File: config.mk
export PLATFORM = sky130hd
export DESIGN_NAME = xmodem_crc_block_receiver
export DESIGN_NICKNAME = d
export VERILOG_FILES = /design/src/hw/rtl/xcr_pkg.sv /design/src/hw/rtl/xcr_front.sv /design/src/hw/rtl/xcr_fifo.sv /design/src/hw/rtl/xcr_back.sv /design/src/hw/rtl/xmodem_crc_block_receiver.sv
export VERILOG_INCLUDE_DIRS = /design/src /design/src/hw/rtl
export SDC_FILE = /design/constraint.sdc
export NUM_CORES = 1
export LEC_CHECK = 0
export CAP_MARGIN = 20
export CORE_ASPECT_RATIO = 0.8
export CORE_MARGIN = 4
export CORE_UTILIZATION = 55
export DETAILED_ROUTE_END_ITERATION = 6
export DONT_BUFFER_PORTS = 1
export PLACE_DENSITY = 0.81
export SLEW_MARGIN = 20
export SYNTH_ARGS = -nofsm -noshare
export SYNTH_HDL_FRONTEND = slang
export SYNTH_SLANG_ARGS = --single-unit
File: constraint.sdc
create_clock -name clk -period 13.1 [get_ports clk]
set_input_delay 1.31 -clock clk [delete_from_list [all_inputs] [get_ports clk]]
set_output_delay 1.31 -clock clk [all_outputs]
set_load 0.1 [all_outputs]
File: src/hw/rtl/xmodem_crc_block_receiver_macros.svh
// Assertion macros shared by the receiver's RTL files.
// Each macro expects clk and arst_n in scope.
`ifndef XMODEM_CRC_BLOCK_RECEIVER_MACROS_SVH
`define XMODEM_CRC_BLOCK_RECEIVER_MACROS_SVH

// Same-cycle implication.
`define XCR_ASSERT_IMP(lbl, ante, cons, msg) \
	lbl: assert property (@(posedge clk) disable iff (!arst_n) (ante) |-> (cons)) \
		else $error(msg);

// Next-cycle implication.
`define XCR_ASSERT_NXT(lbl, ante, cons, msg) \
	lbl: assert property (@(posedge clk) disable iff (!arst_n) (ante) |=> (cons)) \
		else $error(msg);

`endif

File: src/hw/rtl/xcr_pkg.sv
// Shared types, codes and the CRC-16/XMODEM byte update for the receiver.
// No dependencies.
package xcr_pkg;

	localparam int BLOCK_BYTES = 128;
	localparam int QDEPTH      = 4;
	localparam int QAW         = $clog2(QDEPTH);

	localparam logic [1:0] OP_BYTE  = 2'd0;
	localparam logic [1:0] OP_TICK  = 2'd1;
	localparam logic [1:0] OP_START = 2'd2;

	localparam logic [1:0] KIND_TX   = 2'd0;
	localparam logic [1:0] KIND_WR   = 2'd1;
	localparam logic [1:0] KIND_DONE = 2'd2;
	localparam logic [1:0] KIND_FAIL = 2'd3;

	localparam logic [1:0] CFG_TIMEOUT = 2'd0;
	localparam logic [1:0] CFG_RETRY   = 2'd1;
	localparam logic [1:0] CFG_BASE    = 2'd2;

	localparam logic [7:0] CH_SOH = 8'h01;
	localparam logic [7:0] CH_EOT = 8'h04;
	localparam logic [7:0] CH_ACK = 8'h06;
	localparam logic [7:0] CH_NAK = 8'h15;
	localparam logic [7:0] CH_C   = 8'h43;

	localparam logic [15:0] CRC_POLY = 16'h1021;

	typedef struct packed {
		logic [1:0] opcode;
		logic [7:0] rx_byte;
	} req_t;

	typedef struct packed {
		logic [1:0]  result_kind;
		logic [7:0]  tx_byte;
		logic [15:0] write_addr;
		logic [7:0]  write_data;
		logic        last;
	} rsp_t;

	// One queued job: a single result, or the ACK, 'C', done sequence.
	typedef struct packed {
		logic        triple;
		logic [1:0]  kind;
		logic [7:0]  tx;
		logic [15:0] addr;
		logic [7:0]  data;
	} job_t;

	typedef struct packed {
		logic [7:0]  timeout_ticks;
		logic [7:0]  retry_limit;
		logic [15:0] dest_base;
	} cfg_t;

	function automatic logic [15:0] crc_byte(input logic [15:0] crc, input logic [7:0] b);
		logic [15:0] c;
		c = crc ^ {b, 8'h00};
		for (int i = 0; i < 8; i++) begin
			if (c[15]) begin
				c = {c[14:0], 1'b0} ^ CRC_POLY;
			end else begin
				c = {c[14:0], 1'b0};
			end
		end
		return c;
	endfunction

endpackage

File: src/hw/rtl/xcr_front.sv
// Front end: accepts input words, runs the protocol state and CRC check,
// and pushes result jobs into the queue. Depends on xcr_pkg.
module xcr_front (
	input  logic          clk,
	input  logic          arst_n,
	input  xcr_pkg::cfg_t cfg,
	input  logic          req_fire,
	input  xcr_pkg::req_t req,
	output logic          push,
	output xcr_pkg::job_t push_job
);

	typedef enum logic [2:0] {
		PH_IDLE, PH_WAIT, PH_SEQ, PH_DATA, PH_CRCH, PH_CRCL, PH_DONE, PH_FAIL
	} phase_t;

	phase_t      phase_q, phase_d;
	logic [7:0]  pos_q, pos_d;
	logic        hdr_q, hdr_d;
	logic [1:0]  eot_q, eot_d;
	logic [7:0]  restart_q, restart_d;
	logic [7:0]  idle_q, idle_d;
	logic [15:0] blk_q, blk_d;
	logic [15:0] crc_q, crc_d;
	logic [7:0]  crch_q, crch_d;

	logic          active;
	logic [7:0]    pos_inc;
	logic [7:0]    idle_inc;
	logic [7:0]    rc_inc;
	logic          job_v;
	xcr_pkg::job_t job;

	assign active   = (phase_q != PH_IDLE) && (phase_q != PH_DONE) && (phase_q != PH_FAIL);
	assign pos_inc  = pos_q + 8'd1;
	assign idle_inc = (idle_q != 8'hFF) ? idle_q + 8'd1 : idle_q;
	assign rc_inc   = (restart_q != 8'hFF) ? restart_q + 8'd1 : restart_q;

	always_comb begin
		logic do_nak;
		do_nak    = 1'b0;
		phase_d   = phase_q;
		pos_d     = pos_q;
		hdr_d     = hdr_q;
		eot_d     = eot_q;
		restart_d = restart_q;
		idle_d    = idle_q;
		blk_d     = blk_q;
		crc_d     = crc_q;
		crch_d    = crch_q;
		job_v     = 1'b0;
		job       = '0;
		if (req.opcode == xcr_pkg::OP_START) begin
			phase_d   = PH_WAIT;
			pos_d     = '0;
			hdr_d     = 1'b0;
			eot_d     = '0;
			restart_d = '0;
			idle_d    = '0;
			blk_d     = cfg.dest_base;
			crc_d     = '0;
			crch_d    = '0;
			job_v     = 1'b1;
			job.kind  = xcr_pkg::KIND_TX;
			job.tx    = xcr_pkg::CH_C;
		end else if (req.opcode == xcr_pkg::OP_TICK && active) begin
			idle_d = idle_inc;
			if (idle_inc > cfg.timeout_ticks) begin
				do_nak = 1'b1;
			end
		end else if (req.opcode == xcr_pkg::OP_BYTE && active) begin
			idle_d = '0;
			case (phase_q)
				PH_WAIT: begin
					if (req.rx_byte == xcr_pkg::CH_SOH) begin
						phase_d = PH_SEQ;
						pos_d   = '0;
						crc_d   = '0;
					end else if (req.rx_byte == xcr_pkg::CH_EOT) begin
						job_v    = 1'b1;
						job.kind = xcr_pkg::KIND_TX;
						if (eot_q == 2'd0) begin
							eot_d  = 2'd1;
							job.tx = xcr_pkg::CH_NAK;
						end else begin
							eot_d      = 2'd2;
							phase_d    = PH_DONE;
							job.triple = 1'b1;
						end
					end else begin
						do_nak = 1'b1;
					end
				end
				PH_SEQ: begin
					pos_d = pos_inc;
					if (pos_inc >= 8'd2) begin
						pos_d   = '0;
						phase_d = PH_DATA;
					end
				end
				PH_DATA: begin
					crc_d = xcr_pkg::crc_byte(crc_q, req.rx_byte);
					if (hdr_q) begin
						job_v    = 1'b1;
						job.kind = xcr_pkg::KIND_WR;
						job.addr = blk_q + {8'd0, pos_q};
						job.data = req.rx_byte;
					end
					pos_d = pos_inc;
					if (pos_inc >= 8'(xcr_pkg::BLOCK_BYTES)) begin
						pos_d   = '0;
						phase_d = PH_CRCH;
					end
				end
				PH_CRCH: begin
					crch_d  = req.rx_byte;
					phase_d = PH_CRCL;
				end
				default: begin
					if ({crch_q, req.rx_byte} == crc_q) begin
						if (hdr_q) begin
							blk_d = blk_q + 16'(xcr_pkg::BLOCK_BYTES);
						end
						hdr_d    = 1'b1;
						pos_d    = '0;
						crc_d    = '0;
						phase_d  = PH_WAIT;
						job_v    = 1'b1;
						job.kind = xcr_pkg::KIND_TX;
						job.tx   = xcr_pkg::CH_ACK;
					end else begin
						do_nak = 1'b1;
					end
				end
			endcase
		end
		if (do_nak) begin
			idle_d   = '0;
			pos_d    = '0;
			crc_d    = '0;
			job_v    = 1'b1;
			job      = '0;
			phase_d  = PH_WAIT;
			if (!hdr_q) begin
				restart_d = rc_inc;
				if (rc_inc >= cfg.retry_limit) begin
					phase_d  = PH_FAIL;
					job.kind = xcr_pkg::KIND_FAIL;
				end else begin
					eot_d    = '0;
					job.kind = xcr_pkg::KIND_TX;
					job.tx   = xcr_pkg::CH_C;
				end
			end else begin
				job.kind = xcr_pkg::KIND_TX;
				job.tx   = xcr_pkg::CH_NAK;
			end
		end
	end

	assign push     = req_fire && job_v;
	assign push_job = job;

	always_ff @(posedge clk or negedge arst_n) begin
		if (!arst_n) begin
			phase_q   <= PH_IDLE;
			pos_q     <= '0;
			hdr_q     <= 1'b0;
			eot_q     <= '0;
			restart_q <= '0;
			idle_q    <= '0;
			blk_q     <= '0;
			crc_q     <= '0;
			crch_q    <= '0;
		end else if (req_fire) begin
			phase_q   <= phase_d;
			pos_q     <= pos_d;
			hdr_q     <= hdr_d;
			eot_q     <= eot_d;
			restart_q <= restart_d;
			idle_q    <= idle_d;
			blk_q     <= blk_d;
			crc_q     <= crc_d;
			crch_q    <= crch_d;
		end
	end

endmodule

File: src/hw/rtl/xcr_fifo.sv
// Short job queue between front and back ends.
// Depends on xcr_pkg and the assertion macro header.
`include "xmodem_crc_block_receiver_macros.svh"

module xcr_fifo (
	input  logic          clk,
	input  logic          arst_n,
	input  logic          push,
	input  xcr_pkg::job_t push_job,
	output logic          full,
	input  logic          pop,
	output logic          nonempty,
	output xcr_pkg::job_t head
);

	xcr_pkg::job_t               mem_q [xcr_pkg::QDEPTH];
	logic [xcr_pkg::QAW-1:0]     wr_q, rd_q;
	logic [xcr_pkg::QAW:0]       cnt_q;

	assign full     = (cnt_q == (xcr_pkg::QAW+1)'(xcr_pkg::QDEPTH));
	assign nonempty = (cnt_q != '0);
	assign head     = mem_q[rd_q];

	always_ff @(posedge clk) begin
		if (push) begin
			mem_q[wr_q] <= push_job;
		end
	end

	always_ff @(posedge clk or negedge arst_n) begin
		if (!arst_n) begin
			wr_q  <= '0;
			rd_q  <= '0;
			cnt_q <= '0;
		end else begin
			if (push) begin
				wr_q <= wr_q + 1'b1;
			end
			if (pop) begin
				rd_q <= rd_q + 1'b1;
			end
			cnt_q <= cnt_q + (xcr_pkg::QAW+1)'(push) - (xcr_pkg::QAW+1)'(pop);
		end
	end

	`XCR_ASSERT_IMP(a_no_overflow, push, !full || pop, "push into full queue")
	`XCR_ASSERT_IMP(a_no_underflow, pop, nonempty, "pop from empty queue")
	`XCR_ASSERT_NXT(a_count_tracks, push && !pop, cnt_q == $past(cnt_q) + 1'b1, "count lost a push")

endmodule

File: src/hw/rtl/xcr_back.sv
// Back end: expands queued jobs into result words held in an output register.
// Depends on xcr_pkg and the assertion macro header.
`include "xmodem_crc_block_receiver_macros.svh"

module xcr_back (
	input  logic          clk,
	input  logic          arst_n,
	input  logic          job_valid,
	input  xcr_pkg::job_t job,
	output logic          pop,
	output logic          rsp_valid,
	input  logic          rsp_ready,
	output xcr_pkg::rsp_t rsp
);

	logic          rsp_valid_q;
	xcr_pkg::rsp_t rsp_q;
	logic [1:0]    step_q;
	logic          load;
	logic          emit;
	logic          job_end;
	xcr_pkg::rsp_t nxt;

	assign load    = !rsp_valid_q || rsp_ready;
	assign emit    = load && job_valid;
	assign job_end = !job.triple || (step_q == 2'd2);
	assign pop     = emit && job_end;

	always_comb begin
		nxt             = '0;
		nxt.last        = job_end;
		if (job.triple) begin
			case (step_q)
				2'd0: begin
					nxt.result_kind = xcr_pkg::KIND_TX;
					nxt.tx_byte     = xcr_pkg::CH_ACK;
				end
				2'd1: begin
					nxt.result_kind = xcr_pkg::KIND_TX;
					nxt.tx_byte     = xcr_pkg::CH_C;
				end
				default: begin
					nxt.result_kind = xcr_pkg::KIND_DONE;
				end
			endcase
		end else begin
			nxt.result_kind = job.kind;
			nxt.tx_byte     = job.tx;
			nxt.write_addr  = job.addr;
			nxt.write_data  = job.data;
		end
	end

	always_ff @(posedge clk or negedge arst_n) begin
		if (!arst_n) begin
			rsp_valid_q <= 1'b0;
			step_q      <= '0;
		end else if (load) begin
			rsp_valid_q <= job_valid;
			if (emit) begin
				step_q <= job_end ? 2'd0 : step_q + 2'd1;
			end
		end
	end

	always_ff @(posedge clk) begin
		if (emit) begin
			rsp_q <= nxt;
		end
	end

	assign rsp_valid = rsp_valid_q;
	assign rsp       = rsp_q;

	`XCR_ASSERT_IMP(a_step_in_triple, step_q != 2'd0, job_valid && job.triple, "step without sequence job")
	`XCR_ASSERT_IMP(a_step_range, 1'b1, step_q != 2'd3, "sequence step out of range")
	`XCR_ASSERT_NXT(a_pop_last, pop, rsp_valid && rsp.last, "job retired without last word")

endmodule

File: src/hw/rtl/xmodem_crc_block_receiver.sv
// XMODEM-CRC block receiver with a header first block: an input word is a start
// command, a received byte or a slow tick, and each one yields zero to three result
// words (transmit byte, memory write, done or failed). One input word is taken every
// cycle while the four-entry job queue between the protocol front end and the result
// back end has room; each result word is its own output word, so the end-of-transfer
// sequence yields three result words. Configuration writes take effect at once
// and belong in idle periods; dest_base is latched by each start command.
// Depends on xcr_pkg, xcr_front, xcr_fifo and xcr_back.
module xmodem_crc_block_receiver (
	input  logic          clk,
	input  logic          arst_n,
	input  logic          cfg_we,
	input  logic [1:0]    cfg_index,
	input  logic [15:0]   cfg_wdata,
	input  logic          req_valid,
	output logic          req_ready,
	input  xcr_pkg::req_t req,
	output logic          rsp_valid,
	input  logic          rsp_ready,
	output xcr_pkg::rsp_t rsp
);

	xcr_pkg::cfg_t cfg_q;
	logic          req_fire;
	logic          push, full, pop, nonempty;
	xcr_pkg::job_t push_job, head;

	always_ff @(posedge clk or negedge arst_n) begin
		if (!arst_n) begin
			cfg_q.timeout_ticks <= 8'd4;
			cfg_q.retry_limit   <= 8'd20;
			cfg_q.dest_base     <= 16'd0;
		end else if (cfg_we) begin
			case (cfg_index)
				xcr_pkg::CFG_TIMEOUT: cfg_q.timeout_ticks <= cfg_wdata[7:0];
				xcr_pkg::CFG_RETRY:   cfg_q.retry_limit   <= cfg_wdata[7:0];
				xcr_pkg::CFG_BASE:    cfg_q.dest_base     <= cfg_wdata;
				default: ;
			endcase
		end
	end

	assign req_ready = !full;
	assign req_fire  = req_valid && req_ready;

	xcr_front u_front (
		.clk      (clk),
		.arst_n   (arst_n),
		.cfg      (cfg_q),
		.req_fire (req_fire),
		.req      (req),
		.push     (push),
		.push_job (push_job)
	);

	xcr_fifo u_fifo (
		.clk      (clk),
		.arst_n   (arst_n),
		.push     (push),
		.push_job (push_job),
		.full     (full),
		.pop      (pop),
		.nonempty (nonempty),
		.head     (head)
	);

	xcr_back u_back (
		.clk       (clk),
		.arst_n    (arst_n),
		.job_valid (nonempty),
		.job       (head),
		.pop       (pop),
		.rsp_valid (rsp_valid),
		.rsp_ready (rsp_ready),
		.rsp       (rsp)
	);

endmodule
* Word level (Yosys, flattened, before mapping) *
Memory sizes are Yosys's and may differ from the RTL's.
Cells that the tools add are included.

word-level totals
  bits of input ports = 33
  bits in writable memories = 140
  memories = 1
  bits in registers = 147
  word-level logic and storage cells = 259
  output and inout bits = 37

operators by class
  add/sub/neg operators = 10
  multiplexer cells = 142
  $lt $le $gt $ge = 4
  equal/unequal tests = 28
  bitwise logic cells = 9
  reduce and logical (&&, ||, !) cells = 43

memory list
  memory        depth  bits a word  read ports  clocked after Yosys merged registers in  write ports  RTL line        RTL
  u_fifo.mem_q  4      35           1           0                                        1            xcr_fifo.sv:16  xcr_pkg::job_t mem_q [xcr_pkg::QDEPTH];

operators with widths
  cell                   count
  $mux 16                40
  $mux 8                 21
  $mux 35                3
  $mux 13                8
  $mux 24                3
  $pmux 16 s3            1
  $mux 3                 13
  $pmux 8 s4             1
  $mux 10                3
  $mux 1                 26
  $mux 2                 13
  $add 8x1->8 const B    3
  $not 3->3              8
  $mux 11                2
  $reduce_and 6->1       3
  $add 16x8->16          1
  $add 16x8->16 const B  1
  $eq 16x16->1           1
  $ne 8x8->1 const B     2
  $pmux 8 s2             1
  $xor 16x16->16         1
  $pmux 7 s2             1
  $ne 4x1->1 const B     3
  $pmux 3 s4             1
  other kinds (42)       76

* Longest topological paths before layout *
Gate-level depths: netlist of the first run.

  word-level depth = 50
  gate-level depth with buffers = 20
  depth with buffers taken out = 20

* Hierarchy *
Synthesis of the first run repeated with hierarchy kept, for this count alone.

unflattened totals
  cell total of the unflattened synthesis = 1,021
  area, all modules = 13,765.7 um^2

modules (own cells, without submodules)
  module                     times used  seq. area each (um^2)  cells each  area an instance (um^2)
  xcr_front                  1           1,751.7                637         5,515.3
  xcr_fifo                   1           4,379.2                217         5,496.5
  xcr_back                   1           1,126.1                97          1,517.7
  xmodem_crc_block_receiver  1           804.5                  70          1,236.2

* Worst setup path before layout of the first run *
No wires, ideal clock.

  path kind = input to register
  start point = input port rsp_ready
  end point = register u_fifo.cnt_q[2] in the netlist's numbering
  setup time = 0.123 ns
  required time = 12.977 ns
  buffers on the path = 0
  stages = 8
  slack = 8.655 ns
  arrival = 4.323 ns
  cells stage by stage = inv_1 a21oi_1 nor2b_1 ha_1 inv_1 ha_1 fa_1 xnor2_1

between the ends
  longest elaborated chain between the ends = 4

ends and longest elaborated chain
  item                   RTL line                         RTL
  from (decl)            xmodem_crc_block_receiver.sv:19  input logic rsp_ready,
  $logic_or 1x1->1       xcr_back.sv:24                   assign load = !rsp_valid_q || rsp_ready;
  $logic_and 1x1->1      xcr_back.sv:25                   assign emit = load && job_valid;
  named net u_back.emit  xcr_back.sv:20                   logic emit;
  $logic_and 1x1->1      xcr_back.sv:27                   assign pop = emit && job_end;
  named net pop          xmodem_crc_block_receiver.sv:25  logic push, full, pop, nonempty;
  $sub 3x1->3            xcr_fifo.sv:42                   cnt_q <= cnt_q + (xcr_pkg::QAW+1)'(push) - (xcr_pkg::QAW+1)'(pop);
  to (signal assigned)   xcr_fifo.sv:42
  to (decl)              xcr_fifo.sv:18                   logic [xcr_pkg::QAW:0] cnt_q;

The timed path passes the listed nets, and every way through them passes these cells.
A chain may end at the register's enable or synchronous reset.

* Final worst setup path of the first run *
  start point = register u_front.idle_q[0]
  end point = register u_fifo.cnt_q[2] in the netlist's numbering

between the ends
  longest elaborated chain between the ends = 10

ends and longest elaborated chain
  item                                       RTL line          RTL
  from (decl)                                xcr_front.sv:22   logic [7:0] idle_q, idle_d;
  from (signal assigned)                     xcr_front.sv:181  idle_q <= idle_d;
  $add 8x1->8 or $ne 8x8->1 (tied branches)  xcr_front.sv:36   assign idle_inc = (idle_q != 8'hFF) ? idle_q + 8'd1 : idle_q;
  $mux 8 (*)                                 xcr_front.sv:36
  $gt 8x8->1 (*)                             xcr_front.sv:68   if (idle_inc > cfg.timeout_ticks) begin
  $mux 1 (*)                                 xcr_front.sv:68
  $mux 1 (*)                                 xcr_front.sv:66   end else if (req.opcode == xcr_pkg::OP_TICK && active) begin
  $mux 1 (*)                                 xcr_front.sv:53   if (req.opcode == xcr_pkg::OP_START) begin
  $mux 1 (*)                                 xcr_front.sv:137  if (do_nak) begin
  $logic_and 1x1->1 (*)                      xcr_front.sv:161  assign push = req_fire && job_v;
  $add 3x1->3 (*)                            xcr_fifo.sv:42
  $sub 3x1->3 (*)                            xcr_fifo.sv:42

Mark *: on every way between the ends. The rest lies on a longest branch, timed or not.

==> run summary, run 1 <==
Status -> finished clean
Critical path launch point -> u_front.idle_q[0]$_DFFE_PN0P_
Leakage power -> 5.53 nW
Cell Rows -> 49
Pin count of the biggest net entering global routing -> 113
Comb pwr share -> 22.8%
Initial DRC count -> 603
Later-pin clock latency in the skew report -> 0.54 ns
Area post-placement -> 0.0130 sq mm
Asr flop ratio synth -> 41.2%
Post-CTS resize count -> 0
Number of global-route vias before repair -> 7480
Worst Max-Slew Pin Slew -> 0.995 ns
Reg2Reg Depth -> 19
Min Tclk post-route -> 4.75 ns
Crit path DAT -> 5.17 ns
CORE AREA -> 0.0226 sq mm
Vias/cell -> 5.76
#FFs+latches synth -> 272
Max Cap Violations -> 0
Yosys synthesis warning count -> 0
Final std cells w/o fill -> 1278
Tot GR Track Use -> 19.5%
Sw power -> 1.20 mW
Clk pin slew, worst setup/hold paths -> 0.06 ns
Final Hold Viols -> 0
Root Driver -> clkbuf_16
CTS tree -> done
Hold buffer count at CTS -> 0
Most frequent cell after synthesis -> edfxtp_1
Post-route cell area -> 0.0139 sq mm
Ant. Diodes -> 0
TritonCTS Sinks -> 272
Required @ worst endpoint -> 13.52 ns
Reg power frac -> 50.6%
RSZ-0062 raised after global routing -> false
Cell taking the most area after synthesis -> edfxtp_1
WL final -> 24200 microns
Postcts setup bufs -> 0
FF-to-FF Start -> u_front.idle_q[0]$_DFFE_PN0P_
NumNets Final -> 1023
Worst ir drop on vdd -> 120 uV
Routed len/inst -> 18.9 microns
IO Count -> 70
Setup TNS -> 0 ns
Number of antenna-violating nets in the routed design -> 0
Post-DP HPWL -> 15900 microns
Via count -> 7365
Syn Inst Count -> 942
Die area -> 0.0255 sq mm
Layout area overhead -> 10.4%
EDFF count, synth -> 160
Sequential share of the synthesized area -> 60.3%
# H-tree levels -> 1
Total power -> 3.17 mW
Top_reg_cell synth -> edfxtp_1
Width of the chip -> 177 microns
Max Freq -> 0.210 GHz
Layout cells sized above 1 -> 14.8%
Overflow left after global routing -> 0
First-pass GRT wire length -> 39800 microns
CP Launch Type -> flop
Initial Util -> 56.0%
R2R Path End -> u_fifo.cnt_q[2]$_DFF_PN0_
Unique masters post-synth -> 67
Placed insts -> 1228
Share of the synthesized area in the top cell type -> 38.0%
Num CTS Buffers -> 27
Worst hold path type -> input pin to async pin
Top post-synthesis cells by count -> edfxtp_1 (160), dfrtp_1 (109), nand2_1 (59)
Die Ht -> 144 microns
Setup Skew -> 0.0108 ns
Clock share of power -> 26.6%
Synth area leaders -> edfxtp_1 (38%), dfrtp_1 (22%), mux4_2 (5.7%)
Setup CP Type -> flop to flop
DRT Pass-1 Iters -> 5
Pins Over Slew Limit -> 0
Mean Syn Cell Area -> 13.4 sq um
Peak fanout along the critical path -> 8
PortBufs -> 0
Switching share of power -> 37.9%
Power Density -> 228 mW/mm^2
Post-route DRC -> 0
Internal Power -> 1.97 mW
Critical Path End Type -> flop
WHS -> 0.457 ns
Placer congestion estimate -> 0.910
R2r setup slk -> 8.35 ns
Final critical-path share of the clock period -> 36.3%
Final setup viols -> 0
CTS Buffer Depth -> 3
Post-Syn Area -> 0.0126 sq mm
Slew HR -> 33.5%
Initial antenna violation count -> 0
## power groups by stage
stage               combinational [mW]  sequential [mW]  clock, mW
floorplan                        0.600             1.57          0
global placement                 0.701             1.61          0
detailed placement               0.721             1.62          0
CTS                              0.732             1.61      0.860
global route                     0.813             1.63      0.898
finish                           0.724             1.61      0.845
## flip-flops by register name, indices dropped and copies added, names as in the netlist, 8 cells and up
name,cells
u_fifo.mem_q,128
cfg_q,32
u_back.rsp,32
u_front.blk_q,16
u_front.crc_q,16
u_front.crch_q,8
u_front.idle_q,8
u_front.pos_q,8
u_front.restart_q,8
## worst max-delay path by stage
stage,slack (ns),depth (start not counted),endpoint
final,8.35,19,u_fifo.cnt_q[2]$_DFF_PN0_
after global routing,8.01,19,u_fifo.cnt_q[2]$_DFF_PN0_
after CTS,8.39,19,u_fifo.cnt_q[2]$_DFF_PN0_
after detailed placement,8.42,19,u_fifo.cnt_q[2]$_DFF_PN0_
after global placement,8.61,19,u_fifo.cnt_q[2]$_DFF_PN0_
after floorplan,8.65,8,u_fifo.cnt_q[2]$_DFF_PN0_
## logic make-up after synthesis
family	count (synthesis)	synth area share (%)
flip-flops	272	60.3
other	1	0.0297
AND/OR/NAND/NOR	258	10.7
adder cells (fa/ha/maj)	39	3.98
buffers and inverters	73	2.38
multiplexers	72	9.24
AO/OA/AOI/OAI	160	8.78
XOR/XNOR	67	4.65
## metrics by stage
step / util (%) / setup WS [ns]
finish: 61.8 / 8.35
floorplan: - / 8.65
global placement: 57.4 / 8.61
CTS: 61.8 / 8.39
detailed placement: 57.4 / 8.42
global route: 61.8 / 8.01
## placed cells by master, fill, tap and decap left out, drive strengths merged, types with 8 or more instances in the layout
master / n
a21oi: 35
a22o: 30
and2: 19
buf: 8
clkbuf: 34
dfrtp: 109
edfxtp: 160
ha: 37
inv: 45
mux2: 37
mux4: 32
nand2: 59
nand2b: 14
nand3: 35
nand4: 8
nor2: 45
nor2b: 36
nor3: 15
o21a: 10
o21ai: 50
xnor2: 28
xor2: 39
## per-layer routing
layer / part of all wire [%] / global-route usage [%] / wire length [microns] / up-vias
li1: - / - / - / 3482
met2: 47 / 31.7 / 11300 / 226
met3: 6.3 / 3.63 / 1530 / 38
met5: 0 / 0 / 0 / -
met4: 1.9 / 3.91 / 467 / 0
met1: 45 / 28.0 / 10900 / 3619
## critical path: stages, from the launching register on
cell	delay (ns)
dfrtp_1	0.42
ha_1	0.26
nand2_1	0.11
nor2_1	0.09
a31oi_1	0.35
nand3_1	0.15
xnor2_1	0.24
ha_1	0.29
a211o_1	0.28
a21oi_2	0.23
nand3_1	0.15
a211o_1	0.32
nor2_1	0.32
a41oi_1	0.36
inv_1	0.14
ha_1	0.14
inv_1	0.04
ha_1	0.21
fa_1	0.42
xnor2_1	0.14
## final cells by class
cell class,count,area [sq um]
Clock buffer,34,732
Clock inverter,16,254
Fill cell,1720,8620
Inverter,43,161
Multi-Input combinational cell,599,4740
Sequential cell,272,7610
Tap cell,306,383
Timing Repair Buffer,8,60.1
No activity file was read; power rests on OpenSTA's default activity.
==> run 2: changes to the inputs <==
==> constraint.sdc (replaced) <==
create_clock -name clk -period 4.42 [get_ports clk]
set_input_delay 0.442 -clock clk [delete_from_list [all_inputs] [get_ports clk]]
set_output_delay 0.442 -clock clk [all_outputs]
set_load 0.1 [all_outputs]
==> run summary, run 2 (synthesis gave the netlist of run 1 again) <==
Status -> finished clean
Max Freq -> 0.240 GHz (+14%)
Layout area overhead -> 10.7%
Pins Over Slew Limit -> 0 (unchanged)
WL final -> 24100 microns (-0.28%)
Min Tclk post-route -> 4.17 ns (-0.587 ns)
Placer congestion estimate -> 0.821 (-9.8%)
TritonCTS Sinks -> 272 (unchanged)
Critical Path End Type -> flop
CTS Buffer Depth -> 3 (unchanged)
Clk pin slew, worst setup/hold paths -> 0.06 ns (about the same)
Routed len/inst -> 18.7 microns (-1.1%)
Worst hold path type -> input pin to flop
IO Count -> 70 (unchanged)
Via count -> 7395 (+0.41%)
Worst Max-Slew Pin Slew -> 1.05 ns (+0.0541 ns)
CP Launch Type -> flop
Placed insts -> 1234 (+0.49%)
Layout cells sized above 1 -> 15.3% (+0.46 points)
Num CTS Buffers -> 27 (unchanged)
PortBufs -> 0 (unchanged)
Final Hold Viols -> 0 (unchanged)
Slew HR -> 29.5% (-4.0 points)
Setup Skew -> 0.0159 ns (+0.00517 ns)
Width of the chip -> 177 microns (unchanged)
Worst ir drop on vdd -> 305 uV (+150%)
Final std cells w/o fill -> 1288 (+0.78%)
Final critical-path share of the clock period -> 94.3% (+58 points)
Initial Util -> 56.0% (unchanged)
Vias/cell -> 5.74 (-0.37%)
First-pass GRT wire length -> 39400 microns (-0.78%)
Max reg flops -> 128 (unchanged)
Post-DP HPWL -> 16100 microns (+1.2%)
Cell mode on critical path -> ha_1
Cell Rows -> 49 (unchanged)
Total power -> 9.23 mW (+190%)
Post-route DRC -> 0 (unchanged)
Max incr delay on CP -> 0.42 ns (about the same)
Initial antenna violation count -> 0 (unchanged)
Crit-path cells -> ha_1 > nand2_1 > nor2_1 > a31oi_2 > nand3_1 > xnor2_1 > ha_1 > a211o_1 > a21oi_4 > nand3_1 > a211o_1 > nor2_1 > a41oi_1 > inv_1 > ha_1 > inv_1 > ha_1 > fa_1 > xnor2_1
DRT Pass-1 Iters -> 5 (unchanged)
CORE AREA -> 0.0226 sq mm (unchanged)
Highest-delay cell along the critical path -> dfrtp_1
Crit path DAT -> 4.58 ns (-0.59 ns)
Power Density -> 660 mW/mm^2 (+190%)
Commonest non-fill, non-tap cell in the layout -> edfxtp_1
Overflow left after global routing -> 0 (unchanged)
Commonest cells after routing, fill and taps aside -> edfxtp_1 (160), dfrtp_1 (108), nand2_1 (59)
Die Ht -> 144 microns (unchanged)
Peak fanout along the critical path -> 4 (-4)
Max Cap Violations -> 0 (unchanged)
Tot GR Track Use -> 19.4% (-0.076 points)
Leakage power -> 5.56 nW (+0.51%)
CTS tree -> done
# H-tree levels -> 1 (unchanged)
Die area -> 0.0255 sq mm (unchanged)
Register with the most flip-flops -> u_fifo.mem_q
Pin count of the biggest net entering global routing -> 113 (unchanged)
Ant. Diodes -> 0 (unchanged)
Later-pin clock latency in the skew report -> 0.54 ns (about the same)
Number of global-route vias before repair -> 7353 (-1.7%)
Root Driver -> clkbuf_16
Initial DRC count -> 573 (-5.0%)
Required @ worst endpoint -> 4.84 ns (-8.68 ns)
NumNets Final -> 1034 (+1.1%)
Number of antenna-violating nets in the routed design -> 0 (unchanged)
Setup CP Type -> flop to flop
Setup TNS -> 0 ns (unchanged)
Final setup viols -> 0 (unchanged)
==> run 2: cell types whose count changed in the layout (fill, tap and decap cells not counted), sizes merged <==
| cell | previous run | this run |
|---|---|---|
| clkinv | 7 | 6 |
| buf | 8 | 17 |
| bufinv | 6 | 2 |
| clkbuf | 34 | 40 |
| clkinvlp | 1 | 0 |
| dlygate4sd3 | 0 | 2 |
| inv | 45 | 44 |
==> run 2: power by group <==
part | switching (mW) | internal [mW] | total [mW] | leakage (nW)
registers | 1.44 | 3.32 | 4.76 | 2.92
logic | 1.17 | 1.01 | 2.18 | 2.19
clock network | 0.930 | 1.36 | 2.29 | 0.449
total | 3.54 | 5.69 | 9.23 | 5.56
==> run 2: path summary, 6_finish.rpt <==
| kind | from | to | slack (ns) | depth (start not counted) |
|---|---|---|---|---|
| worst max register to register | u_front.idle_q[0]$_DFFE_PN0P_ | u_fifo.cnt_q[2]$_DFF_PN0_ | 0.25 | 19 |
| min in group asynchronous | arst_n | u_back.rsp_valid$_DFFE_PN0P_ | 0.44 | 2 |
| worst min-delay path | cfg_wdata[5] | cfg_q[29]$_DFFE_PN0P_ | 0.02 | 2 |
| worst min register to register | cfg_q[11]$_DFFE_PN0P_ | cfg_q[11]$_DFFE_PN0P_ | 0.51 | 1 |
| max in group asynchronous | arst_n | cfg_q[5]$_DFFE_PN0P_ | 3.42 | 2 |
| worst max-delay path | u_front.idle_q[0]$_DFFE_PN0P_ | u_fifo.cnt_q[2]$_DFF_PN0_ | 0.25 | 19 |
==> run 2: worst max-delay path, delay by kind of cell, from the launching register on <==
| kind | cells | cell delay (ns) |
|---|---|---|
| simple gates | 5 | 0.63 |
| buf+inv | 2 | 0.15 |
| flops | 1 | 0.42 |
| fa+ha+maj | 5 | 1.28 |
| xor+xnor | 2 | 0.33 |
| compound gates | 5 | 1.24 |
==> run 2: stage by stage <==
step	util (%)	cell area (sq um)	hold WS [ns]	setup slack, ns
after detailed placement	57.6	13000	0.151	0.145
after floorplan	-	12600	0.146	0.267
after CTS	61.8	14000	0.00730	0.122
after global placement	57.6	13000	0.151	0.299
after global routing	62.0	14000	0.00945	-0.00361
final	62.0	14000	0.0244	0.253
==> run 2: what timing repair did <==
action	4_1_cts	5_1_grt
hold endpoints to repair	113	0
gates resized for setup	0	2
setup buffers	0	2
hold buffers	3	0
setup endpoints to repair	0	121
==> run 2: cell type report <==
type | instances | area, sq um
clock buffer | 40 | 795
multi-input combinational | 599 | 4750
tap | 306 | 383
timing repair buffer | 19 | 168
fill | 1717 | 8580
clock inverter | 9 | 109
sequential | 272 | 7610
inverter | 43 | 161
==> run 2: routing by layer <==
| layer | track usage [%] | share of wire (%) | up-vias |
|---|---|---|---|
| met1 | 28.3 | 45 | 3665 |
| met3 | 3.89 | 6.4 | 27 |
| met5 | 0 | 0 | - |
| met2 | 31.3 | 47 | 206 |
| met4 | 3.09 | 1.3 | 0 |
| li1 | - | - | 3497 |
